<file path="src/hdl/afgsc_pkg.sv">
package afgsc_pkg;

    // field widths fixed by the interface
    localparam int SAMPLE_W    = 16;
    localparam int GAIN_W      = 16;
    localparam int THRESH_W    = 16;
    localparam int FRAME_LEN_W = 20;
    localparam int DEST_W      = 2;
    localparam int CLASS_W     = 3;
    localparam int INDEX_OUT_W = 16;
    localparam int ENERGY_W    = 50;
    localparam int CFG_DATA_W  = 20;
    localparam int CFG_INDEX_W = 2;

    // default sizing of the stateful counters
    localparam int COUNT_BITS_DEFAULT = 20;
    localparam int INDEX_BITS_DEFAULT = 16;

    // request queue between classifier front and accumulator back
    localparam int QUEUE_DEPTH = 4;

    // saturation limits of the amplified sample
    localparam logic signed [SAMPLE_W-1:0] SAMPLE_MAX = 16'sh7FFF;
    localparam logic signed [SAMPLE_W-1:0] SAMPLE_MIN = 16'sh8000;

    localparam logic [ENERGY_W-1:0] ENERGY_MAX = {ENERGY_W{1'b1}};

    // register indexes
    localparam logic [CFG_INDEX_W-1:0] REG_GAIN        = 2'd0;
    localparam logic [CFG_INDEX_W-1:0] REG_THRESHOLD   = 2'd1;
    localparam logic [CFG_INDEX_W-1:0] REG_FRAME_LEN   = 2'd2;
    localparam logic [CFG_INDEX_W-1:0] REG_DESTINATION = 2'd3;

    // register reset values
    localparam logic [GAIN_W-1:0]      GAIN_RESET      = 16'd16;
    localparam logic [THRESH_W-1:0]    THRESH_RESET    = 16'd220;
    localparam logic [FRAME_LEN_W-1:0] FRAME_LEN_RESET = 20'd66150;
    localparam logic [DEST_W-1:0]      DEST_RESET      = 2'd0;

    // class codes
    localparam int NUM_CLASSES = 5;
    localparam logic [CLASS_W-1:0] CLASS_SILENCE = 3'd0;
    localparam logic [CLASS_W-1:0] CLASS_OTHER   = 3'd4;
    localparam logic [DEST_W-1:0]  DEST_OTHER    = 2'd0;

endpackage

</file>
<file path="src/hdl/afgsc_front.sv">
module afgsc_front
    import afgsc_pkg::*;
#(
    parameter int COUNT_BITS = COUNT_BITS_DEFAULT,
    parameter int ITEM_W     = SAMPLE_W + 1 + COUNT_BITS + 1
)
(
    input  logic                          clk,
    input  logic                          rst_n,
    input  logic                          in_valid,
    output logic                          in_stall,
    input  logic signed [SAMPLE_W-1:0]    sample_in,
    input  logic                          first_of_packet,
    input  logic [GAIN_W-1:0]             gain,
    input  logic [FRAME_LEN_W-1:0]        frame_length,
    input  logic                          queue_full,
    output logic                          push,
    output logic [ITEM_W-1:0]             push_data
);

    localparam int NEXT_W = COUNT_BITS + 1;
    localparam int CMP_W  = (NEXT_W > FRAME_LEN_W) ? NEXT_W : FRAME_LEN_W;
    localparam int PROD_W = SAMPLE_W + GAIN_W + 1;

    logic [COUNT_BITS-1:0]     count_reg, count_next;
    logic                      dropping_reg, dropping_next;
    logic                      accept;
    logic                      take;
    logic [NEXT_W-1:0]         next_count;
    logic                      frame_end;
    logic signed [PROD_W-1:0]  product;
    logic signed [SAMPLE_W-1:0] amp;

    // request handshake: stall only on a full queue
    assign in_stall = queue_full;
    assign accept   = in_valid && !queue_full;
    assign take     = accept && (!dropping_reg || first_of_packet);

    // frame boundary from the sample count
    assign next_count = {1'b0, count_reg} + NEXT_W'(1);
    assign frame_end  = (CMP_W'(next_count) >= CMP_W'(frame_length)) || next_count[COUNT_BITS];

    // gain and saturation
    assign product = sample_in * $signed({1'b0, gain});

    always_comb
    begin
        if (product > PROD_W'(SAMPLE_MAX))
            amp = SAMPLE_MAX;
        else if (product < PROD_W'(SAMPLE_MIN))
            amp = SAMPLE_MIN;
        else
            amp = product[SAMPLE_W-1:0];
    end

    // count and packet drop state
    always_comb
    begin
        count_next    = count_reg;
        dropping_next = dropping_reg;
        if (accept && dropping_reg && first_of_packet)
            dropping_next = 1'b0;
        if (take)
        begin
            if (frame_end)
            begin
                count_next    = '0;
                dropping_next = 1'b1;
            end
            else
            begin
                count_next = next_count[COUNT_BITS-1:0];
            end
        end
    end

    always_ff @(posedge clk or negedge rst_n)
    begin
        if (!rst_n)
        begin
            count_reg    <= '0;
            dropping_reg <= 1'b0;
        end
        else
        begin
            count_reg    <= count_next;
            dropping_reg <= dropping_next;
        end
    end

    assign push      = take;
    assign push_data = {amp, frame_end, next_count};

endmodule

</file>
<file path="src/hdl/afgsc_queue.sv">
module afgsc_queue
    import afgsc_pkg::*;
#(
    parameter int WIDTH = 8,
    parameter int DEPTH = QUEUE_DEPTH
)
(
    input  logic             clk,
    input  logic             rst_n,
    input  logic             push,
    input  logic [WIDTH-1:0] push_data,
    input  logic             pop,
    output logic [WIDTH-1:0] pop_data,
    output logic             full,
    output logic             not_empty
);

    localparam int PTR_W = (DEPTH > 1) ? $clog2(DEPTH) : 1;
    localparam int CNT_W = $clog2(DEPTH + 1);

    logic [WIDTH-1:0] entry_reg [DEPTH];
    logic [PTR_W-1:0] wr_ptr_reg, rd_ptr_reg;
    logic [CNT_W-1:0] count_reg;

    assign full      = (count_reg == CNT_W'(DEPTH));
    assign not_empty = (count_reg != '0);
    assign pop_data  = entry_reg[rd_ptr_reg];

    // storage
    always_ff @(posedge clk)
    begin
        if (push)
            entry_reg[wr_ptr_reg] <= push_data;
    end

    // pointers and fill level
    always_ff @(posedge clk or negedge rst_n)
    begin
        if (!rst_n)
        begin
            wr_ptr_reg <= '0;
            rd_ptr_reg <= '0;
            count_reg  <= '0;
        end
        else
        begin
            if (push)
                wr_ptr_reg <= (wr_ptr_reg == PTR_W'(DEPTH - 1)) ? '0 : wr_ptr_reg + PTR_W'(1);
            if (pop)
                rd_ptr_reg <= (rd_ptr_reg == PTR_W'(DEPTH - 1)) ? '0 : rd_ptr_reg + PTR_W'(1);
            if (push && !pop)
                count_reg <= count_reg + CNT_W'(1);
            else if (pop && !push)
                count_reg <= count_reg - CNT_W'(1);
        end
    end

    a_no_overflow: assert property (@(posedge clk) disable iff (!rst_n)
        push |-> !full || pop)
        else $error("queue written while full");

    a_no_underflow: assert property (@(posedge clk) disable iff (!rst_n)
        pop |-> not_empty)
        else $error("queue read while empty");

endmodule

</file>
<file path="src/hdl/afgsc_back.sv">
module afgsc_back
    import afgsc_pkg::*;
#(
    parameter int COUNT_BITS = COUNT_BITS_DEFAULT,
    parameter int INDEX_BITS = INDEX_BITS_DEFAULT,
    parameter int ITEM_W     = SAMPLE_W + 1 + COUNT_BITS + 1
)
(
    input  logic                        clk,
    input  logic                        rst_n,
    input  logic                        q_valid,
    input  logic [ITEM_W-1:0]           q_data,
    output logic                        pop,
    input  logic [THRESH_W-1:0]         silence_threshold,
    input  logic [DEST_W-1:0]           destination,
    output logic                        out_valid,
    input  logic                        out_stall,
    output logic signed [SAMPLE_W-1:0]  amplified_sample,
    output logic                        frame_last,
    output logic [CLASS_W-1:0]          frame_class,
    output logic [INDEX_OUT_W-1:0]      class_index,
    output logic [ENERGY_W-1:0]         frame_energy
);

    localparam int N_W       = COUNT_BITS + 1;
    localparam int SQ_W      = 2 * SAMPLE_W - 1;
    localparam int TSQ_W     = 2 * THRESH_W;
    localparam int LIMIT_W   = TSQ_W + N_W;
    localparam int IDX_EXT_W = (INDEX_BITS > INDEX_OUT_W) ? INDEX_BITS : INDEX_OUT_W;

    logic                         advance;
    logic signed [SAMPLE_W-1:0]   q_amp;
    logic                         q_last;
    logic [N_W-1:0]               q_n;
    logic signed [2*SAMPLE_W-1:0] q_sq;

    logic [TSQ_W-1:0]             thr_sq_reg;
    logic                         s1_valid_reg;
    logic signed [SAMPLE_W-1:0]   s1_amp_reg;
    logic                         s1_last_reg;
    logic [SQ_W-1:0]              s1_sq_reg;
    logic [LIMIT_W-1:0]           s1_limit_reg;

    logic [ENERGY_W-1:0]          energy_reg;
    logic [ENERGY_W:0]            energy_sum;
    logic [ENERGY_W-1:0]          energy_sat;
    logic [CLASS_W-1:0]           cls;
    logic [INDEX_BITS-1:0]        counter_reg [NUM_CLASSES];
    logic [IDX_EXT_W-1:0]         idx_ext;

    logic                         out_valid_reg;
    logic signed [SAMPLE_W-1:0]   amp_out_reg;
    logic                         last_out_reg;
    logic [CLASS_W-1:0]           class_out_reg;
    logic [INDEX_OUT_W-1:0]       index_out_reg;
    logic [ENERGY_W-1:0]          energy_out_reg;

    // the whole back pipeline moves while the output register can take a request
    assign advance = !out_valid_reg || !out_stall;
    assign pop     = advance && q_valid;

    assign q_amp = q_data[ITEM_W-1 -: SAMPLE_W];
    assign q_last = q_data[N_W];
    assign q_n   = q_data[N_W-1:0];
    assign q_sq  = q_amp * q_amp;

    // threshold squared, refreshed from the register
    always_ff @(posedge clk)
    begin
        thr_sq_reg <= silence_threshold * silence_threshold;
    end

    // stage one: square and silence limit
    always_ff @(posedge clk or negedge rst_n)
    begin
        if (!rst_n)
            s1_valid_reg <= 1'b0;
        else if (advance)
            s1_valid_reg <= q_valid;
    end

    always_ff @(posedge clk)
    begin
        if (pop)
        begin
            s1_amp_reg   <= q_amp;
            s1_last_reg  <= q_last;
            s1_sq_reg    <= q_sq[SQ_W-1:0];
            s1_limit_reg <= thr_sq_reg * q_n;
        end
    end

    // saturating energy sum and classification
    assign energy_sum = {1'b0, energy_reg} + (ENERGY_W + 1)'(s1_sq_reg);
    assign energy_sat = energy_sum[ENERGY_W] ? ENERGY_MAX : energy_sum[ENERGY_W-1:0];

    always_comb
    begin
        if (LIMIT_W'(energy_sat) < s1_limit_reg)
            cls = CLASS_SILENCE;
        else if (destination == DEST_OTHER)
            cls = CLASS_OTHER;
        else
            cls = CLASS_W'(destination);
    end

    assign idx_ext = IDX_EXT_W'(counter_reg[cls]);

    // stage two: energy state, class counters and output register
    always_ff @(posedge clk or negedge rst_n)
    begin
        if (!rst_n)
        begin
            out_valid_reg <= 1'b0;
            energy_reg    <= '0;
            for (int i = 0; i < NUM_CLASSES; i++)
                counter_reg[i] <= INDEX_BITS'(1);
        end
        else if (advance)
        begin
            out_valid_reg <= s1_valid_reg;
            if (s1_valid_reg)
            begin
                if (s1_last_reg)
                begin
                    energy_reg       <= '0;
                    counter_reg[cls] <= counter_reg[cls] + INDEX_BITS'(1);
                end
                else
                begin
                    energy_reg <= energy_sat;
                end
            end
        end
    end

    always_ff @(posedge clk)
    begin
        if (advance && s1_valid_reg)
        begin
            amp_out_reg  <= s1_amp_reg;
            last_out_reg <= s1_last_reg;
            if (s1_last_reg)
            begin
                class_out_reg  <= cls;
                index_out_reg  <= idx_ext[INDEX_OUT_W-1:0];
                energy_out_reg <= energy_sat;
            end
            else
            begin
                class_out_reg  <= CLASS_SILENCE;
                index_out_reg  <= '0;
                energy_out_reg <= '0;
            end
        end
    end

    assign out_valid        = out_valid_reg;
    assign amplified_sample = amp_out_reg;
    assign frame_last       = last_out_reg;
    assign frame_class      = class_out_reg;
    assign class_index      = index_out_reg;
    assign frame_energy     = energy_out_reg;

    a_energy_cleared: assert property (@(posedge clk) disable iff (!rst_n)
        (advance && s1_valid_reg && s1_last_reg) |=> (energy_reg == '0))
        else $error("frame energy not cleared after frame end");

    a_stage_held: assert property (@(posedge clk) disable iff (!rst_n)
        (out_valid_reg && out_stall) |=> $stable(s1_valid_reg) && !$past(pop))
        else $error("back pipeline moved while output stalled");

endmodule

</file>
<file path="src/hdl/audio_frame_gain_silence_classifier.sv">
// an accepted sample passes through the request queue, the stage-one registers and the output register in turn
// throughput: one sample per cycle while the output is not stalled; the front holds
// one multiplier and the back three, and the request queue holds four samples
// samples dropped after a frame end produce no result and never enter the queue
// reset: asynchronous, clears counts, energy and drop state, sets class counters to 1
// and loads the register reset values; no clearing pass is needed
module audio_frame_gain_silence_classifier
    import afgsc_pkg::*;
#(
    parameter int COUNT_BITS = COUNT_BITS_DEFAULT,
    parameter int INDEX_BITS = INDEX_BITS_DEFAULT
)
(
    input  logic                        clk,
    input  logic                        rst_n,
    input  logic                        cfg_we,
    input  logic [CFG_INDEX_W-1:0]      cfg_index,
    input  logic [CFG_DATA_W-1:0]       cfg_data,
    input  logic                        in_valid,
    output logic                        in_stall,
    input  logic signed [SAMPLE_W-1:0]  sample_in,
    input  logic                        first_of_packet,
    output logic                        out_valid,
    input  logic                        out_stall,
    output logic signed [SAMPLE_W-1:0]  amplified_sample,
    output logic                        frame_last,
    output logic [CLASS_W-1:0]          frame_class,
    output logic [INDEX_OUT_W-1:0]      class_index,
    output logic [ENERGY_W-1:0]         frame_energy
);

    localparam int ITEM_W = SAMPLE_W + 1 + COUNT_BITS + 1;

    logic [GAIN_W-1:0]      gain_reg;
    logic [THRESH_W-1:0]    thresh_reg;
    logic [FRAME_LEN_W-1:0] frame_len_reg;
    logic [DEST_W-1:0]      dest_reg;

    logic                   push;
    logic [ITEM_W-1:0]      push_data;
    logic                   pop;
    logic [ITEM_W-1:0]      pop_data;
    logic                   queue_full;
    logic                   queue_valid;

    // configuration registers
    always_ff @(posedge clk or negedge rst_n)
    begin
        if (!rst_n)
        begin
            gain_reg      <= GAIN_RESET;
            thresh_reg    <= THRESH_RESET;
            frame_len_reg <= FRAME_LEN_RESET;
            dest_reg      <= DEST_RESET;
        end
        else if (cfg_we)
        begin
            unique case (cfg_index)
                REG_GAIN:        gain_reg      <= cfg_data[GAIN_W-1:0];
                REG_THRESHOLD:   thresh_reg    <= cfg_data[THRESH_W-1:0];
                REG_FRAME_LEN:   frame_len_reg <= cfg_data[FRAME_LEN_W-1:0];
                REG_DESTINATION: dest_reg      <= cfg_data[DEST_W-1:0];
                default:         dest_reg      <= dest_reg;
            endcase
        end
    end

    // gain, frame counting and packet drop
    afgsc_front #(
        .COUNT_BITS (COUNT_BITS),
        .ITEM_W     (ITEM_W)
    ) u_front (
        .clk             (clk),
        .rst_n           (rst_n),
        .in_valid        (in_valid),
        .in_stall        (in_stall),
        .sample_in       (sample_in),
        .first_of_packet (first_of_packet),
        .gain            (gain_reg),
        .frame_length    (frame_len_reg),
        .queue_full      (queue_full),
        .push            (push),
        .push_data       (push_data)
    );

    // request queue
    afgsc_queue #(
        .WIDTH (ITEM_W),
        .DEPTH (QUEUE_DEPTH)
    ) u_queue (
        .clk       (clk),
        .rst_n     (rst_n),
        .push      (push),
        .push_data (push_data),
        .pop       (pop),
        .pop_data  (pop_data),
        .full      (queue_full),
        .not_empty (queue_valid)
    );

    // energy, classification and output
    afgsc_back #(
        .COUNT_BITS (COUNT_BITS),
        .INDEX_BITS (INDEX_BITS),
        .ITEM_W     (ITEM_W)
    ) u_back (
        .clk               (clk),
        .rst_n             (rst_n),
        .q_valid           (queue_valid),
        .q_data            (pop_data),
        .pop               (pop),
        .silence_threshold (thresh_reg),
        .destination       (dest_reg),
        .out_valid         (out_valid),
        .out_stall         (out_stall),
        .amplified_sample  (amplified_sample),
        .frame_last        (frame_last),
        .frame_class       (frame_class),
        .class_index       (class_index),
        .frame_energy      (frame_energy)
    );

endmodule
</file>
<file path="config.mk">
export PLATFORM = sky130hd
export DESIGN_NAME = audio_frame_gain_silence_classifier
export DESIGN_NICKNAME = d
export VERILOG_FILES = /design/src/hdl/afgsc_pkg.sv /design/src/hdl/afgsc_front.sv /design/src/hdl/afgsc_queue.sv /design/src/hdl/afgsc_back.sv /design/src/hdl/audio_frame_gain_silence_classifier.sv
export SDC_FILE = /design/constraint.sdc
export NUM_CORES = 2
export LEC_CHECK = 0
export BUFFER_PORTS_ARGS = -buffer_cell sky130_fd_sc_hd__buf_2
export CORE_MARGIN = 4
export CORE_UTILIZATION = 60
export DETAILED_ROUTE_END_ITERATION = 10
export PLACE_DENSITY = 0.8
export SETUP_SLACK_MARGIN = 0.4
export SLEW_MARGIN = 10
export SYNTH_ARGS = -nofsm -noshare
export SYNTH_HDL_FRONTEND = slang
export SYNTH_HIERARCHICAL = 1
export SYNTH_SLANG_ARGS = --single-unit
</file>
<file path="constraint.sdc">
create_clock -name clk -period 8.5 [get_ports clk]
set_clock_uncertainty 0.05 [all_clocks]
set_input_delay 0 -clock clk [delete_from_list [all_inputs] [get_ports clk]]
set_output_delay 0 -clock clk [all_outputs]
set_load 0.03 [all_outputs]
</file>
==> Word-level counts from Yosys, hierarchy flattened <==
Memory sizes are Yosys's and may differ from the RTL's.
Cells that the tools add are included.
{ "totals": {"memories": 1, "ram_bits": 152, "reg_bits": 433, "out_inout_bits": 88, "in_bits": 44} }
{ "mem_list": {"columns": ["name", "words", "word_bits", "rd", "rd_ports_with_merged_regs", "write_ports", "line", "text"], "rows": [
  ["u_queue.entry_reg", 4, 38, 1, 0, 1, "afgsc_queue.sv:21", "logic [WIDTH-1:0] entry_reg [DEPTH];"]
]} }
{ "classes": {"n_mul": 4, "reduce_logical": 28, "bitwise_logic": 1, "eq_ne": 6, "addsub": 7, "n_mux": 22, "n_lt_le_gt_ge": 6} }
{ "ops": {"columns": ["cell", "n"], "rows": [
  ["$mux W50", 2],
  ["$bwmux W80", 1],
  ["$mux W16", 5],
  ["$lt A50 B53 Y1", 1],
  ["$mul A32 B21 Y53", 1],
  ["$add A50 B31 Y51", 1],
  ["$bmux W16 S3", 1],
  ["$demux W16 S3", 1],
  ["$gt A33 B16 Y1 const B", 1],
  ["$lt A33 B16 Y1 const B", 1],
  ["$mul A16 B17 Y33", 1],
  ["$mul A16 B16 Y32", 1],
  ["$mul A16 B16 Y31", 1],
  ["$add A20 B1 Y21 const B", 1],
  ["$ge A21 B20 Y1", 1],
  ["$mux W20", 1],
  ["$add A16 B1 Y16 const B", 1],
  ["$mux W3", 4],
  ["$reduce_and A2 Y1", 5],
  ["$logic_and A1 B1 Y1", 9],
  ["$eq A2 B2 Y1 const B", 4],
  ["$logic_not A1 Y1", 6],
  ["$mux W1", 5],
  ["$add A2 B1 Y2 const B", 2],
  ["13 further kinds", 17]
]} }

==> Depth between registers and ports, before layout <==
{ "depth": {"word_depth": 10, "depth_mapped": 34, "depth_no_buf": 30} }

==> By module <==
The synthesis kept the hierarchy.
{ "modules_own_cells": {"columns": ["module", "cells_each", "area_each_um2", "n_inst"], "rows": [
  ["afgsc_back", 5446, 52730.6, 1],
  ["afgsc_front", 1373, 11458.5, 1],
  ["afgsc_queue", 236, 5947.0, 1],
  ["audio_frame_gain_silence_classifier", 116, 2052.0, 1]
]} }

==> Least setup slack after synthesis <==
OpenSTA, ideal clock, no wires.
{ "synth_path": {"kind": "reg2reg", "start": "reg u_queue.rd_ptr_reg[0]", "end": "reg u_back.s1_limit_reg[51], data pin", "n_path_buf": 4, "stages_incl_launch_ff": 29, "setup_time_ns": 0.258, "path_slack_ns": 0.412, "arrival_ns": 7.781, "path_cell_list": "dfrtp_1 buf_6 buf_12 mux4_2 clkbuf_1 and2_1 fa_1 inv_1 fa_1 fa_1 inv_1 fa_1 fa_1 fa_1 inv_1 fa_1 inv_1 ha_1 clkbuf_1 nand4_1 or2_2 nor2_1 o211ai_1 a2111oi_0 o21bai_1 o31ai_1 a41o_1 a21oi_1 xnor2_1"} }
{ "synth_between": {"elab_chain_cells": 2} }
{ "synth_lines": {"columns": ["element", "line", "text"], "rows": [
  ["start, declared", "afgsc_queue.sv:22", "logic [PTR_W-1:0] wr_ptr_reg, rd_ptr_reg;"],
  ["start signal, assigned", "afgsc_queue.sv:50", "rd_ptr_reg <= (rd_ptr_reg == PTR_W'(DEPTH - 1)) ? '0 : rd_ptr_reg + PTR_W'(1);"],
  ["$mem_v2 Z4 W38", null, null],
  ["named net pop_data[11]", "audio_frame_gain_silence_classifier.sv:42", "logic [ITEM_W-1:0] pop_data;"],
  ["$mul A32 B21 Y53", "afgsc_back.sv:89", "s1_limit_reg <= thr_sq_reg * q_n;"],
  ["end signal, assigned", "afgsc_back.sv:89", null],
  ["end, declared", "afgsc_back.sv:42", "logic [LIMIT_W-1:0] s1_limit_reg;"]
]} }
The timed path passes the listed nets, and every way through them passes these cells.
A chain may end at the register's enable or synchronous reset.

==> Final worst setup path <==
Ends and elaborated chain as after synthesis.

==> results.py <==
metrics = {
    "timing": {
        "rsz0062_at_grt": "true",
        "period_share_pct": 94.9,
        "hold_viol": 4,
        "clock.fmax_mhz": 124,
        "fin_tns_setup_ns": 0,
        "setup_viol": 0,
        "relSlewSlack_pct": 19.1,
        "tightest_slew_ns": 1.21,
        "hold_slack_ns": -0.0134,
        "slew_violations": 0,
        "fin_crit_ns": 8.06,
    },
    "setup_path": {
        "cpMostUsedCell": "fa_1",
        "crit_arrival_ns": 8.43,
        "critPathLaunchType": "register",
        "required_ns": 8.86,
        "crit_slowest_cell": "mux4_2",
        "r2r_slack_ns": 0.44,
        "critPathKind": "register to register",
        "max_stage_delay_ns": 0.59,
        "end_kind": "register",
        "crit_fanout": 6,
    },
    "finish": {
        "largest_reg_flops": 152,
        "syn2layout_area_growth_pct": 8.84,
        "nNetsFinal": 9072,
        "fillCellCount": 8568,
        "fin_util_pct": 66.2,
        "drive_gt1_share_pct": 10.6,
    },
    "place": {
        "dp_hpwl_um": 136000,
        "place.gp.congestion": 0.928,
        "port_buffers": 131,
    },
    "yosys": {
        "ys.flop_type": "edfxtp_1",
        "synthAdderAreaFrac_pct": 41.7,
        "seq_area_frac_synth_pct": 22.3,
        "yosysTopAreaCell": "fa_1",
        "synthMuxAreaShare_pct": 3.71,
        "synthTopCellsByCount": "1503 x inv_1, 1139 x fa_1, 718 x nand2_1",
        "yosys.area_share.simple_pct": 13.6,
        "synth-xor-area-share_pct": 2.46,
        "synthTopCellsByArea": "fa_1 32%, edfxtp_1 14%, ha_1 10%",
        "synthesis.area_sq_um": 72200,
        "async_reset_ff_share_pct": 36.8,
        "yosysTopAreaCellShare_pct": 31.6,
        "synth_compound_area_share_pct": 6.73,
        "synth_most_common_cell": "inv_1",
        "synth_cell_types": 101,
        "synth_area_per_cell_sq_um": 10.1,
        "synth_fp_nets": 8936,
        "synth_edf_count": 337,
        "synth_cells": 7171,
        "synth_top_family_by_area": "adder cells",
        "ys_ff_latch": 582,
        "yosys_warnings": 6,
    },
    "global_route": {
        "grt_overflow": 0,
        "grt_pass1_vias": 53900,
        "grt_pass1_wl_um": 282000,
        "antenna_found_initial": 1,
        "grt_max_degree": 91,
        "track_usage_pct": 27.9,
    },
    "drt": {
        "drtIter0Drc": 4148,
        "wire_per_inst_um": 19.7,
        "ant_nets": 0,
        "drc_errors": 0,
        "vias": 51200,
        "avgViaCountPerCell": 5.71,
        "wl_um": 176000,
        "firstDrtPassIters": 6,
    },
    "outcome": {
        "violations": "hold timing",
        "status": "finished, violations left",
    },
    "clock_network": {
        "cts_tree": "built",
        "htreeDepth": 2,
        "cts_buffers": 60,
        "clk_latency_ns": 0.67,
        "root_buffer": "clkbuf_16",
        "clk_pin_slew_ns": 0.07,
        "clk_path_buf_depth": 3,
        "cts_sinks": 582,
    },
    "floorplanning": {
        "die_w_um": 355,
        "die_h_um": 355,
        "coreArea_sq_um": 119000,
        "start_util_pct": 60.8,
        "die_area_sq_um": 126000,
        "rows": 126,
        "ioPinCount": 132,
    },
    "run": {
        "cap_violations": 0,
    },
    "min_path": {
        "hold_class": "primary input to register",
    },
}
==> area by class of cell <==
cell class | count | area [sq um] | area share [%]
Multi-Input combinational cell | 4802 | 49900 | 63.6
Sequential cell | 582 | 16100 | 20.5
Inverter | 1507 | 5660 | 7.21
Timing Repair Buffer | 354 | 2760 | 3.51
Tap cell | 1600 | 2000 | 2.55
Clock buffer | 73 | 1620 | 2.06
Clock inverter | 41 | 444 | 0.565
Antenna cell | 3 | 7.51 | 0.00955
==> metrics by stage <==
step,worst slack (ns),area (sq um),instances
final,0.436,78600,8962
after global routing,0.160,78600,8960
after CTS,0.356,77300,8908
after detailed placement,-0.0254,74500,8737
after global placement,0.136,74500,8737
after floorplan,0.412,72200,7171
==> placed cells by master (no fill, tap or decap), types with 31 or more instances in the layout <==
cell / n
a21o_1: 72
o21ai_0: 144
buf_2: 130
inv_1: 1480
fa_1: 1127
mux2_2: 86
a21oi_1: 185
nand2b_1: 50
edfxtp_1: 337
dfrtp_1: 184
dlygate4sd3_1: 34
xnor2_1: 141
clkbuf_16: 65
o21a_1: 43
nor2_1: 214
nor3_1: 45
and3_1: 47
mux4_2: 54
nand3_1: 59
a31oi_1: 34
nor2b_1: 54
ha_1: 557
buf_4: 156
xor2_1: 58
dfxtp_1: 31
and2_1: 599
nand4_1: 32
nand2_1: 717
==> critical path, delay by kind of cell, from the launching register on <==
kind / cells / cell delay, ns
compound gates: 9 / 1.63
xor+xnor: 1 / 0.12
fa+ha+maj: 8 / 3.65
buf+inv: 10 / 1.15
flops: 1 / 0.46
mux: 1 / 0.59
simple gates: 1 / 0.15
==> kinds of logic after synthesis <==
family / after synthesis
buffers and inverters: 1789
flip-flops: 582
AND/OR/NAND/NOR: 1943
AO/OA/AOI/OAI: 750
adder cells (fa/ha/maj): 1721
XOR/XNOR: 202
multiplexers: 184
==> final timing paths <==
path,startpoint,endpoint,depth (start not counted)
worst max-delay path,u_queue/rd_ptr_reg[0]$_DFFE_PN0P_,u_back/s1_limit_reg[51]$_DFFE_PP_,30
worst min-delay path,sample_in[0],u_queue/entry_reg[3][22]$_DFFE_PP_,3
worst max register to register,u_queue/rd_ptr_reg[0]$_DFFE_PN0P_,u_back/s1_limit_reg[51]$_DFFE_PP_,30
worst min register to register,u_back/s1_amp_reg[2]$_DFFE_PP_,u_back/amplified_sample[2]$_DFFE_PP_,0
max in group asynchronous,rst_n,gain_reg[12]$_DFFE_PN0P_,4
min in group asynchronous,rst_n,u_back/counter_reg[64]$_DFFE_PN1P_,3
==> routing by layer <==
layer  vias to the layer above  wire length, um  share of wire, %  track usage (%)
met4                         0             5370               3.1             8.19
met3                       380            15200               8.6             5.74
li1                      22800                -                 -                -
met2                      2157            85200                48             46.5
met1                     25800            70400                40             37.2
met5                         -                0                 0                0
==> timing repair <==
item                       4_1_cts  5_1_grt
resized for setup               23      182
setup endpoints to repair       17      108
setup buffers                   21       45
hold buffers                    35        0
cloned                           1        6
hold endpoints to repair       161        0
pin swaps                        5      138
Power is left out: the tool's default activity adds up to more than one toggle a clock period on the data nets, which glitch-free logic cannot reach.
